==> src/hw/rtl/pte_pkg.sv <==
`timescale 1ns / 1ps
// ----------------------------------------------------------------------------
// Piece table edit engine package
// Shared constants, descriptor, request/response and cell control types.
// ----------------------------------------------------------------------------
package pte_pkg;

   localparam int MAX_PIECES     = 32;
   localparam int APPEND_SPACE   = 1048576;
   localparam int TEXT_ADDR_BITS = 20;

   // field widths of the request/response payload
   localparam int FIELD_W = TEXT_ADDR_BITS;
   localparam int TOTAL_W = 6;

   // internal widths
   localparam int IDX_W = $clog2(MAX_PIECES);
   localparam int CNT_W = $clog2(MAX_PIECES + 1);
   localparam int AU_W  = $clog2(APPEND_SPACE + 1);
   localparam int TXT_W = FIELD_W + 2;

   typedef enum logic [1:0] {
      OP_INSERT = 2'd0,
      OP_DELETE = 2'd1,
      OP_LIST   = 2'd2,
      OP_INIT   = 2'd3
   } opcode_type;

   typedef enum logic [1:0] {
      ST_OK     = 2'd0,
      ST_FULL   = 2'd1,
      ST_RANGE  = 2'd2,
      ST_APPEND = 2'd3
   } status_type;

   typedef struct packed {
      logic               src;
      logic [FIELD_W-1:0] start;
      logic [FIELD_W-1:0] len;
   } desc_type;

   typedef struct packed {
      opcode_type         opcode;
      logic [FIELD_W-1:0] offset;
      logic [FIELD_W-1:0] length;
   } req_type;

   typedef struct packed {
      status_type         status;
      logic [FIELD_W-1:0] append_start;
      logic               piece_source;
      logic [FIELD_W-1:0] piece_start;
      logic [FIELD_W-1:0] piece_length;
      logic [TOTAL_W-1:0] piece_total;
      logic               last;
   } rsp_type;

   // per-cycle command to every cell of the chain
   typedef struct packed {
      logic             pop;
      logic             push;
      logic [IDX_W-1:0] wr_idx;
   } chain_ctl_type;

endpackage

==> src/hw/rtl/pte_cell.sv <==
`timescale 1ns / 1ps
// ----------------------------------------------------------------------------
// Piece table cell
// Holds one descriptor; shifts towards the head on pop, loads the push bus
// when it is the write slot.
// ----------------------------------------------------------------------------
module pte_cell (
   input  logic                  clock,
   input  logic [pte_pkg::IDX_W-1:0] cell_idx,
   input  pte_pkg::chain_ctl_type ctl,
   input  pte_pkg::desc_type     right_desc,
   input  pte_pkg::desc_type     push_desc,
   output pte_pkg::desc_type     desc
);
   import pte_pkg::*;

   desc_type desc_ff;
   desc_type desc_in;
   logic     hit;

   assign hit  = ctl.push && (ctl.wr_idx == cell_idx);
   assign desc = desc_ff;

   // choose between push bus, neighbour and hold
   always_comb begin
      desc_in = desc_ff;
      if (hit) begin
         desc_in = push_desc;
      end else if (ctl.pop) begin
         desc_in = right_desc;
      end
   end

   always_ff @(posedge clock) begin
      desc_ff <= desc_in;
   end

endmodule

==> src/hw/rtl/pte_ctrl.sv <==
`timescale 1ns / 1ps
// ----------------------------------------------------------------------------
// Piece table controller
// Checks requests, walks the cell chain from its head and steers pops and
// pushes; keeps count, text length, append usage and the response register.
// ----------------------------------------------------------------------------
module pte_ctrl (
   input  logic                        clock,
   input  logic                        reset,
   input  logic                        start,
   output logic                        busy,
   input  pte_pkg::req_type            req_item,
   output logic                        rsp_valid,
   output pte_pkg::rsp_type            rsp_item,
   input  logic                        csr_wr_en,
   input  logic [pte_pkg::FIELD_W-1:0] csr_wr_data,
   input  pte_pkg::desc_type           head_desc,
   output pte_pkg::chain_ctl_type      ctl,
   output pte_pkg::desc_type           push_desc
);
   import pte_pkg::*;

   typedef enum logic [1:0] {
      S_IDLE,
      S_LIST,
      S_SCAN,
      S_EDIT
   } state_type;

   localparam logic [AU_W:0]    SPACE_LIM = (AU_W + 1)'(APPEND_SPACE);
   localparam logic [CNT_W+1:0] MAX_LIM   = (CNT_W + 2)'(MAX_PIECES);

   state_type          state_ff, state_in;
   opcode_type         op_ff, op_in;
   logic [FIELD_W-1:0] off_ff, off_in;
   logic [FIELD_W-1:0] len_ff, len_in;
   logic [FIELD_W-1:0] orig_ff, orig_in;
   logic [CNT_W-1:0]   cnt_ff, cnt_in;
   logic [CNT_W-1:0]   rem_ff, rem_in;
   logic [TXT_W-1:0]   total_ff, total_in;
   logic [TXT_W-1:0]   pos_ff, pos_in;
   logic [AU_W-1:0]    append_ff, append_in;
   logic [1:0]         sub_ff, sub_in;
   logic               placed_ff, placed_in;
   logic               split_ff, split_in;
   logic               rsp_valid_ff, rsp_valid_in;
   rsp_type            rsp_ff, rsp_in;

   logic               init_load;
   logic [TXT_W-1:0]   pe;
   logic [TXT_W-1:0]   end_pos;
   logic [TXT_W-1:0]   off_x;
   logic [TXT_W-1:0]   req_off_x;
   logic [TXT_W-1:0]   req_end;
   logic [FIELD_W-1:0] k;
   logic               ins;
   logic               hit;
   logic [CNT_W+1:0]   need;
   desc_type           new_desc;
   logic [CNT_W-1:0]   cnt_after;

   function automatic rsp_type make_rsp(status_type st, logic [FIELD_W-1:0] as,
                                        desc_type d, logic [CNT_W-1:0] tot,
                                        logic lst);
      rsp_type r;
      r.status       = st;
      r.append_start = as;
      r.piece_source = d.src;
      r.piece_start  = d.start;
      r.piece_length = d.len;
      r.piece_total  = TOTAL_W'(tot);
      r.last         = lst;
      return r;
   endfunction

   assign busy      = (state_ff != S_IDLE);
   assign rsp_valid = rsp_valid_ff;
   assign rsp_item  = rsp_ff;

   assign ins       = (op_ff == OP_INSERT);
   assign off_x     = TXT_W'(off_ff);
   assign pe        = pos_ff + TXT_W'(head_desc.len);
   assign end_pos   = TXT_W'(off_ff) + TXT_W'(len_ff);
   assign k         = FIELD_W'(off_x - pos_ff);
   assign req_off_x = TXT_W'(req_item.offset);
   assign req_end   = TXT_W'(req_item.offset) + TXT_W'(req_item.length);
   assign new_desc  = '{src: 1'b1, start: append_ff[FIELD_W-1:0], len: len_ff};

   // next state, chain steering and response
   always_comb begin
      state_in     = state_ff;
      op_in        = op_ff;
      off_in       = off_ff;
      len_in       = len_ff;
      orig_in      = orig_ff;
      cnt_in       = cnt_ff;
      rem_in       = rem_ff;
      total_in     = total_ff;
      pos_in       = pos_ff;
      append_in    = append_ff;
      sub_in       = sub_ff;
      placed_in    = placed_ff;
      split_in     = split_ff;
      rsp_valid_in = 1'b0;
      rsp_in       = rsp_ff;
      ctl          = '0;
      push_desc    = head_desc;
      init_load    = 1'b0;
      hit          = 1'b0;
      need         = '0;
      cnt_after    = cnt_ff;

      if (csr_wr_en) begin
         orig_in = csr_wr_data;
      end

      case (state_ff)
         S_IDLE: begin
            if (start) begin
               op_in  = req_item.opcode;
               off_in = req_item.offset;
               len_in = req_item.length;
               case (req_item.opcode)
                  OP_LIST: begin
                     if (cnt_ff == '0) begin
                        rsp_valid_in = 1'b1;
                        rsp_in = make_rsp(ST_OK, '0, '0, cnt_ff, 1'b1);
                     end else begin
                        rem_in   = cnt_ff;
                        state_in = S_LIST;
                     end
                  end
                  OP_INIT: begin
                     // rebuild as one original piece, or as an empty table when its length is zero
                     init_load  = 1'b1;
                     ctl.push   = (orig_ff != '0);
                     ctl.wr_idx = '0;
                     push_desc  = '{src: 1'b0, start: '0, len: orig_ff};
                     cnt_in     = (orig_ff != '0) ? CNT_W'(1) : '0;
                     total_in   = TXT_W'(orig_ff);
                     append_in  = '0;
                     rsp_valid_in = 1'b1;
                     rsp_in = make_rsp(ST_OK, '0, '0, cnt_in, 1'b1);
                  end
                  default: begin
                     rsp_valid_in = 1'b1;
                     if (((req_item.opcode == OP_INSERT) && (req_off_x > total_ff)) ||
                         ((req_item.opcode == OP_DELETE) && (req_end > total_ff))) begin
                        rsp_in = make_rsp(ST_RANGE, '0, '0, cnt_ff, 1'b1);
                     end else if (req_item.length == '0) begin
                        rsp_in = make_rsp(ST_OK,
                           (req_item.opcode == OP_INSERT) ? append_ff[FIELD_W-1:0] : '0,
                           '0, cnt_ff, 1'b1);
                     end else if ((req_item.opcode == OP_INSERT) &&
                                  ((AU_W + 1)'(append_ff) + (AU_W + 1)'(req_item.length)
                                   > SPACE_LIM)) begin
                        rsp_in = make_rsp(ST_APPEND, '0, '0, cnt_ff, 1'b1);
                     end else begin
                        // accepted edit: pre-scan only when the table could overflow
                        rsp_valid_in = 1'b0;
                        rem_in    = cnt_ff;
                        pos_in    = '0;
                        sub_in    = '0;
                        placed_in = 1'b0;
                        split_in  = 1'b0;
                        state_in  = ((CNT_W + 2)'(cnt_ff) + (CNT_W + 2)'(2) > MAX_LIM) ?
                                    S_SCAN : S_EDIT;
                     end
                  end
               endcase
            end
         end

         S_LIST: begin
            // emit head and rotate it to the tail
            ctl.pop  = 1'b1;
            ctl.push = 1'b1;
            rsp_valid_in = 1'b1;
            rsp_in = make_rsp(ST_OK, '0, head_desc, cnt_ff, rem_ff == CNT_W'(1));
            rem_in = rem_ff - CNT_W'(1);
            if (rem_ff == CNT_W'(1)) begin
               state_in = S_IDLE;
            end
         end

         S_SCAN: begin
            // rotate once round, noting whether a piece must split
            ctl.pop  = 1'b1;
            ctl.push = 1'b1;
            pos_in   = pe;
            hit      = ins ? ((pos_ff < off_x) && (off_x < pe))
                           : ((pos_ff < off_x) && (end_pos < pe));
            split_in = split_ff | hit;
            rem_in   = rem_ff - CNT_W'(1);
            if (rem_ff == CNT_W'(1)) begin
               need = (CNT_W + 2)'(cnt_ff) + (CNT_W + 2)'(ins) + (CNT_W + 2)'(split_ff | hit);
               if (need > MAX_LIM) begin
                  rsp_valid_in = 1'b1;
                  rsp_in   = make_rsp(ST_FULL, '0, '0, cnt_ff, 1'b1);
                  state_in = S_IDLE;
               end else begin
                  rem_in    = cnt_ff;
                  pos_in    = '0;
                  sub_in    = '0;
                  placed_in = 1'b0;
                  state_in  = S_EDIT;
               end
            end
         end

         S_EDIT: begin
            if (rem_ff == '0) begin
               // tail: append new piece if not yet placed, then finish
               if (ins && !placed_ff) begin
                  ctl.push  = 1'b1;
                  push_desc = new_desc;
               end
               cnt_after = cnt_ff + CNT_W'(ctl.push);
               rsp_valid_in = 1'b1;
               rsp_in = make_rsp(ST_OK, ins ? append_ff[FIELD_W-1:0] : '0, '0,
                                 cnt_after, 1'b1);
               if (ins) begin
                  total_in  = total_ff + TXT_W'(len_ff);
                  append_in = append_ff + AU_W'(len_ff);
               end else begin
                  total_in  = total_ff - TXT_W'(len_ff);
               end
               state_in = S_IDLE;
            end else begin
               if (ins) begin
                  if (!placed_ff && (off_x <= pos_ff)) begin
                     // new piece goes before the head
                     ctl.push = 1'b1;
                     if (sub_ff == 2'd0) begin
                        push_desc = new_desc;
                        sub_in    = 2'd1;
                     end else begin
                        ctl.pop   = 1'b1;
                        placed_in = 1'b1;
                     end
                  end else if (!placed_ff && (off_x < pe)) begin
                     // split the head round the new piece
                     ctl.push = 1'b1;
                     case (sub_ff)
                        2'd0: begin
                           push_desc.len = k;
                           sub_in = 2'd1;
                        end
                        2'd1: begin
                           push_desc = new_desc;
                           sub_in = 2'd2;
                        end
                        default: begin
                           ctl.pop         = 1'b1;
                           push_desc.start = head_desc.start + k;
                           push_desc.len   = head_desc.len - k;
                           placed_in       = 1'b1;
                        end
                     endcase
                  end else begin
                     ctl.pop  = 1'b1;
                     ctl.push = 1'b1;
                  end
               end else begin
                  if ((pe <= off_x) || (pos_ff >= end_pos)) begin
                     ctl.pop  = 1'b1;
                     ctl.push = 1'b1;
                  end else if ((off_x > pos_ff) && (end_pos < pe)) begin
                     // delete inside one piece: keep both ends
                     ctl.push = 1'b1;
                     if (sub_ff == 2'd0) begin
                        push_desc.len = k;
                        sub_in = 2'd1;
                     end else begin
                        ctl.pop         = 1'b1;
                        push_desc.start = head_desc.start + FIELD_W'(end_pos - pos_ff);
                        push_desc.len   = FIELD_W'(pe - end_pos);
                     end
                  end else if (off_x > pos_ff) begin
                     // trim the tail of the head
                     ctl.pop       = 1'b1;
                     ctl.push      = 1'b1;
                     push_desc.len = k;
                  end else if (end_pos < pe) begin
                     // trim the front of the head
                     ctl.pop         = 1'b1;
                     ctl.push        = 1'b1;
                     push_desc.start = head_desc.start + FIELD_W'(end_pos - pos_ff);
                     push_desc.len   = FIELD_W'(pe - end_pos);
                  end else begin
                     // drop the whole piece
                     ctl.pop = 1'b1;
                  end
               end
               if (ctl.pop) begin
                  pos_in = pe;
                  rem_in = rem_ff - CNT_W'(1);
                  sub_in = 2'd0;
               end
            end
         end

         default: begin
            state_in = S_IDLE;
         end
      endcase

      // write slot is the tail after any pop
      if (!init_load) begin
         ctl.wr_idx = ctl.pop ? IDX_W'(cnt_ff - CNT_W'(1)) : IDX_W'(cnt_ff);
         cnt_in     = cnt_ff + CNT_W'(ctl.push) - CNT_W'(ctl.pop);
      end
   end

   always_ff @(posedge clock) begin
      if (reset) begin
         state_ff     <= S_IDLE;
         cnt_ff       <= '0;
         total_ff     <= '0;
         append_ff    <= '0;
         orig_ff      <= '0;
         rsp_valid_ff <= 1'b0;
         rem_ff       <= '0;
         sub_ff       <= '0;
         placed_ff    <= 1'b0;
         split_ff     <= 1'b0;
      end else begin
         state_ff     <= state_in;
         cnt_ff       <= cnt_in;
         total_ff     <= total_in;
         append_ff    <= append_in;
         orig_ff      <= orig_in;
         rsp_valid_ff <= rsp_valid_in;
         rem_ff       <= rem_in;
         sub_ff       <= sub_in;
         placed_ff    <= placed_in;
         split_ff     <= split_in;
      end
      op_ff  <= op_in;
      off_ff <= off_in;
      len_ff <= len_in;
      pos_ff <= pos_in;
      rsp_ff <= rsp_in;
   end

   // table never holds more than its capacity
   a_cnt_cap: assert property (@(posedge clock) disable iff (reset)
      cnt_ff <= CNT_W'(MAX_PIECES))
      else $error("piece count above capacity");

   // an empty text and an empty table go together between requests
   a_total_cnt: assert property (@(posedge clock) disable iff (reset)
      (state_ff == S_IDLE) |-> ((total_ff == '0) == (cnt_ff == '0)))
      else $error("text length and piece count disagree");

   // a non-final response is always followed by more work
   a_last_busy: assert property (@(posedge clock) disable iff (reset)
      (rsp_valid_ff && !rsp_ff.last) |-> busy)
      else $error("list response without last while idle");

   // list of an empty table answers at once
   a_empty_list: assert property (@(posedge clock) disable iff (reset)
      (start && !busy && (req_item.opcode == OP_LIST) && (cnt_ff == '0))
      |=> (rsp_valid_ff && rsp_ff.last && !busy))
      else $error("empty list did not answer in one cycle");

endmodule

==> src/hw/rtl/piece_table_edit_engine_top.sv <==
`timescale 1ns / 1ps
// ----------------------------------------------------------------------------
// Piece table edit engine
// Ordered table of piece descriptors held in a chain of cells, with a
// controller that walks and rewrites it one request at a time.
// ----------------------------------------------------------------------------
// A request is taken when start is high and busy is low; every result shows on
// rsp_item for one cycle with rsp_valid high and cannot be held off, so the
// receiver must take it then. Range and append-space rejections, zero-length
// edits and initialise answer in the cycle after acceptance. List gives one
// result per piece. Insert and delete rotate the table once through the cell
// chain; an insert in front of a piece pushes the new piece first, an insert
// that splits a piece pushes its front, the new piece and its rest in turn, a
// delete that splits one pushes both ends in turn, and a final step answers.
// When fewer than two entries are free, a check pass that rotates the table
// once comes first, and a full-table rejection answers at its end. The head
// cell of the chain is the only read point.
// ----------------------------------------------------------------------------
module piece_table_edit_engine_top (
   input  logic                        clock,
   input  logic                        reset,
   input  logic                        start,
   output logic                        busy,
   input  pte_pkg::req_type            req_item,
   output logic                        rsp_valid,
   output pte_pkg::rsp_type            rsp_item,
   input  logic                        csr_wr_en,
   input  logic [pte_pkg::FIELD_W-1:0] csr_wr_data
);
   import pte_pkg::*;

   chain_ctl_type ctl;
   desc_type      push_desc;
   desc_type      cell_desc [MAX_PIECES];
   desc_type      right_desc [MAX_PIECES];

   pte_ctrl u_ctrl (
      .clock       (clock),
      .reset       (reset),
      .start       (start),
      .busy        (busy),
      .req_item    (req_item),
      .rsp_valid   (rsp_valid),
      .rsp_item    (rsp_item),
      .csr_wr_en   (csr_wr_en),
      .csr_wr_data (csr_wr_data),
      .head_desc   (cell_desc[0]),
      .ctl         (ctl),
      .push_desc   (push_desc)
   );

   // chain of descriptor cells, head at index zero
   for (genvar g = 0; g < MAX_PIECES; g++) begin : g_cell
      if (g == MAX_PIECES - 1) begin : g_end
         assign right_desc[g] = '0;
      end else begin : g_mid
         assign right_desc[g] = cell_desc[g+1];
      end

      pte_cell u_cell (
         .clock      (clock),
         .cell_idx   (IDX_W'(g)),
         .ctl        (ctl),
         .right_desc (right_desc[g]),
         .push_desc  (push_desc),
         .desc       (cell_desc[g])
      );
   end

endmodule

==> config.mk <==
export PLATFORM = sky130hd
export DESIGN_NAME = piece_table_edit_engine_top
export DESIGN_NICKNAME = d
export VERILOG_FILES = /design/src/hw/rtl/pte_pkg.sv /design/src/hw/rtl/pte_cell.sv /design/src/hw/rtl/pte_ctrl.sv /design/src/hw/rtl/piece_table_edit_engine_top.sv
export SDC_FILE = /design/constraint.sdc
export NUM_CORES = 2
export LEC_CHECK = 0
export BUFFER_PORTS_ARGS = -buffer_cell sky130_fd_sc_hd__buf_2
export CAP_MARGIN = 25
export CORE_ASPECT_RATIO = 0.8
export CORE_MARGIN = 1.5
export CORE_UTILIZATION = 60
export DETAILED_ROUTE_END_ITERATION = 8
export GPL_TIMING_DRIVEN = 0
export MAX_ROUTING_LAYER = met4
export PLACE_DENSITY = 0.77
export SETUP_SLACK_MARGIN = 0.1
export SLEW_MARGIN = 20
export SYNTH_ARGS = -nofsm -noshare
export SYNTH_HDL_FRONTEND = slang
export SYNTH_HIERARCHICAL = 1
export SYNTH_SLANG_ARGS = --single-unit
export TNS_END_PERCENT = 20
==> constraint.sdc <==
create_clock -name clock -period 20.2 [get_ports clock]
set_clock_uncertainty 0.05 [all_clocks]
set_input_delay 1.01 -clock clock [delete_from_list [all_inputs] [get_ports clock]]
set_output_delay 1.01 -clock clock [all_outputs]
set_load 0.05 [all_outputs]
==> summary.txt <==
Status
  • Status: finished, final reports clean

Global routing
  • GRT overflow: 0
  • Antenna violations before repair: 26
  • Vias in the first global route: about 58,000
  • Largest net degree at the start of global routing: 42
  • First-pass GRT wire length: ~430,000 um
  • GRT Total Usage: 43.0%

Worst setup path
  • Crit path required time: 20,640 ps
  • Crit path arrival time: 11,620 ps
  • Slowest stage delay, CP: around 840 ps
  • FF-to-FF Start: g_cell[0].u_cell/desc[1]
  • Crit path max fanout: 25
  • R2r setup slk: roughly 9000 ps
  • Crit path buffers/inverters: 5
  • Worst R2R Path Depth: 34
  • Crit. End Element: flip-flop
  • WS Path Type: flip-flop to flip-flop
  • R2R Path End: g_cell[18].u_cell/desc[4]
  • Slowest stage cell on the critical path: edfxtp_1
  • CP startpoint kind: flip-flop
  • Critical path's top delay family: compound AO/OA/AOI/OAI gates

Yosys
  • EDFF count, synth: approximately 1,400
  • Mapped Avg Cell Area: between 10 and 15 um2
  • Synth top cells by count: edfxtp_1 (1,446), mux2_2 (1,223), ha_1 (341)
  • Mapped Cells: 6,281
  • Top area cells in the synthesized netlist: edfxtp_1 (52%), mux2_2 (16%), ha_1 (5.1%), xnor2_1 (2.4%), dfxtp_1 (1.9%)
  • Mapped cell area: between 80,000 and 90,000 um2
  • Area fraction of the dominant cell type after synthesis: about half
  • Synth area leader: edfxtp_1
  • Top FF cell, synth: edfxtp_1
  • Number of synthesized register bits: 1,528
  • Ys Warns: 6
  • Post-synthesis sequential area ratio: 53.5%
  • Async S/R FF share, synth: 0%
  • Netlist cell types: 90
  • Most frequent cell after synthesis: edfxtp_1

Place
  • RePlAce Congestion: approximately 1.1
  • PortBufs: 135
  • Placed wire-length estimate: between 200,000 and 250,000 um

Min path
  • Hold endpoint: u_ctrl/orig_ff[17]
  • Worst hold stages: 3
  • Worst Hold Class: input port to flip-flop
  • Hold Startpoint: csr_wr_data[17]

Floorplan
  • IO Pins: 138
  • Die area: between 100,000 and 150,000 um2
  • Initial core utilization: between 60% and 70%
  • DIE WIDTH: ~420 um
  • Chip height: roughly 340 um
  • Row count: 122
  • Core box area: ~140,000 um2

CTS
  • Reg clk slew, reported paths: approximately 60 ps
  • CTS tree: yes
  • Hold_buf cts: 0
  • CTS buffer count: approximately 150
  • Sinks on Clock Net: 1,528
  • Worst-case clock buffer depth: 3
  • Root buf cell: clkbuf_16
  • Worst-skew pair later-pin latency: between 800 and 900 ps
  • Cts repair resizes: 0
  • H-tree levels: 4
  • Post-CTS setup buffers: 0

Timing
  • Worst-Margin Slew: around 1300 ps
  • RSZ-0062 raised after global routing: no
  • Hold_ws: roughly 380 ps
  • Slew HR: ~16%
  • Fin. max-slew vios: 0
  • Fin crit share: between 50% and 60%
  • Minimum clock period: approximately 11,000 ps
  • Final-report hold violation count: 0
  • Final setup vio count: 0
  • Fmax: ~90 MHz

Layout
  • Util after Layout: ~68%
  • NumNets Final: between 7,000 and 8,000
  • Layout cell share with drive strength beyond 1: between 20% and 30%
  • Area Overhead vs Synth: 12.4%
  • # fillers: roughly 8,800

Routing
  • DRT Wirelength: between 300,000 and 400,000 um
  • DR iter-0 viols: 9,002
  • Avg Vias per Cell: around 6.8
  • 1st-pass router iterations: 7
  • Final antenna-violating net count: 0
  • Via Count: slightly above 60,000
  • Wirelength per Cell: about 34 um
  • Drc violations: 0

Job
  • Max_cap viols: 0
state kept, by name (all words and copies together), names as in the netlist:
name                count
u_ctrl/rem_ff           6
u_ctrl/placed_ff        1
u_ctrl/rsp_valid        1
u_ctrl/state_ff         2
u_ctrl/append_ff       21
u_ctrl/pos_ff          22
u_ctrl/off_ff          20
u_ctrl/split_ff         1
u_ctrl/len_ff          20
u_ctrl/rsp_item        70
u_ctrl/orig_ff         20
u_ctrl/sub_ff           2
g_cell.u_cell/desc   1312
u_ctrl/total_ff        22
u_ctrl/op_ff            2
u_ctrl/cnt_ff           6
worst reg2reg max path, delay by kind of cell, from the launching register on:
family / cells / cell delay [ps]
and+or+nand+nor: 9 / 2600
adders and majority gates: 2 / 700
muxes: 1 / 530
AOI/OAI and AO/OA: 15 / 4580
DFF: 1 / 840
buffers and inverters: 5 / 1110
xor gates and xnor gates: 2 / 420
worst max-delay path by stage:
stage                                   startpoint                   endpoint  slack [ps]  depth (start not counted)
after floorplan           g_cell[0].u_cell/desc[1]         u_ctrl/rsp_item[0]        2960                         33
after global placement    g_cell[0].u_cell/desc[6]        u_ctrl/rsp_item[27]       -5940                         33
after detailed placement  g_cell[0].u_cell/desc[6]  g_cell[11].u_cell/desc[7]        9470                         32
after CTS                 g_cell[0].u_cell/desc[6]  g_cell[11].u_cell/desc[4]        9400                         32
after global routing              u_ctrl/len_ff[2]  g_cell[18].u_cell/desc[4]        8840                         32
final                     g_cell[0].u_cell/desc[1]  g_cell[18].u_cell/desc[4]        9020                         34
cell families after synthesis:
family | count (synthesis) | synth area share (%)
adders and majority gates | 372 | 5.81
and+or+nand+nor | 1115 | 6.93
muxes | 1403 | 18.6
xor gates and xnor gates | 360 | 3.76
DFF | 1528 | 53.5
other | 2 | 0.00892
AOI/OAI and AO/OA | 1022 | 8.01
buffers and inverters | 479 | 3.31
through the flow:
stage          cells  area [um2]  worst slack (ps)  setup TNS [ps]
6_report        8867       94700              9020               0
5_1_grt         8857       94600              8840               0
4_1_cts         8833       94400              9400               0
3_5_place_dp    8571       89800              9470               0
3_3_place_gp    8475       87900             -5940         -415210
2_1_floorplan   6480       84900              2960               0
placed cells by master (no fill, tap or decap), types with 28 or more instances in the layout:
| cell | synthesis | layout |
|---|---|---|
| mux2_1 | 96 | 96 |
| clkbuf_16 | 0 | 150 |
| xnor2_1 | 233 | 223 |
| buf_6 | 131 | 140 |
| nand2_1 | 226 | 216 |
| a22oi_1 | 39 | 38 |
| o21bai_1 | 28 | 28 |
| a21o_1 | 74 | 74 |
| mux2_2 | 1223 | 1223 |
| o211ai_1 | 35 | 35 |
| buf_2 | 5 | 156 |
| nor3_4 | 32 | 32 |
| nor2b_1 | 65 | 65 |
| buf_12 | 0 | 32 |
| or2_2 | 39 | 32 |
| edfxtp_1 | 1446 | 1446 |
| nand4_1 | 55 | 55 |
| nor3_1 | 99 | 95 |
| xor2_1 | 126 | 123 |
| inv_1 | 211 | 211 |
| fa_1 | 31 | 31 |
| nor2_1 | 306 | 303 |
| mux2i_1 | 84 | 81 |
| a21oi_1 | 282 | 279 |
| nand2b_1 | 47 | 47 |
| clkbuf_1 | 113 | 153 |
| conb_1 | 2 | 201 |
| o21ai_0 | 181 | 177 |
| and3_1 | 58 | 58 |
| a31oi_1 | 51 | 50 |
| nand3_1 | 79 | 79 |
| o21a_1 | 35 | 35 |
| ha_1 | 341 | 341 |
| a211oi_1 | 68 | 67 |
| dfxtp_1 | 82 | 82 |
layout make-up:
| class | instances | area, um2 | share of cell area [%] |
|---|---|---|---|
| antenna | 23 | 57.6 | 0.0608 |
| timing repair buffer | 242 | 2260 | 2.39 |
| sequential | 1528 | 45100 | 47.6 |
| inverter | 216 | 812 | 0.858 |
| clock inverter | 69 | 671 | 0.709 |
| tap | 1860 | 2330 | 2.46 |
| clock buffer | 193 | 3930 | 4.15 |
| buffer | 263 | 1980 | 2.09 |
| multi-input combinational | 4473 | 37600 | 39.7 |
layer usage:
metal / global-route usage (%) / wire length, um / vias up
met3: 10.5 / 38800 / 609
met4: 12.8 / 9160 / 0
met5: - / 0 / -
met2: 59.9 / 127000 / 4235
li1: - / - / 24990
met1: 62.3 / 126000 / 30520
Power is not shown: default switching activity piles up to over one toggle a cycle in this logic, so the estimate is an artifact.
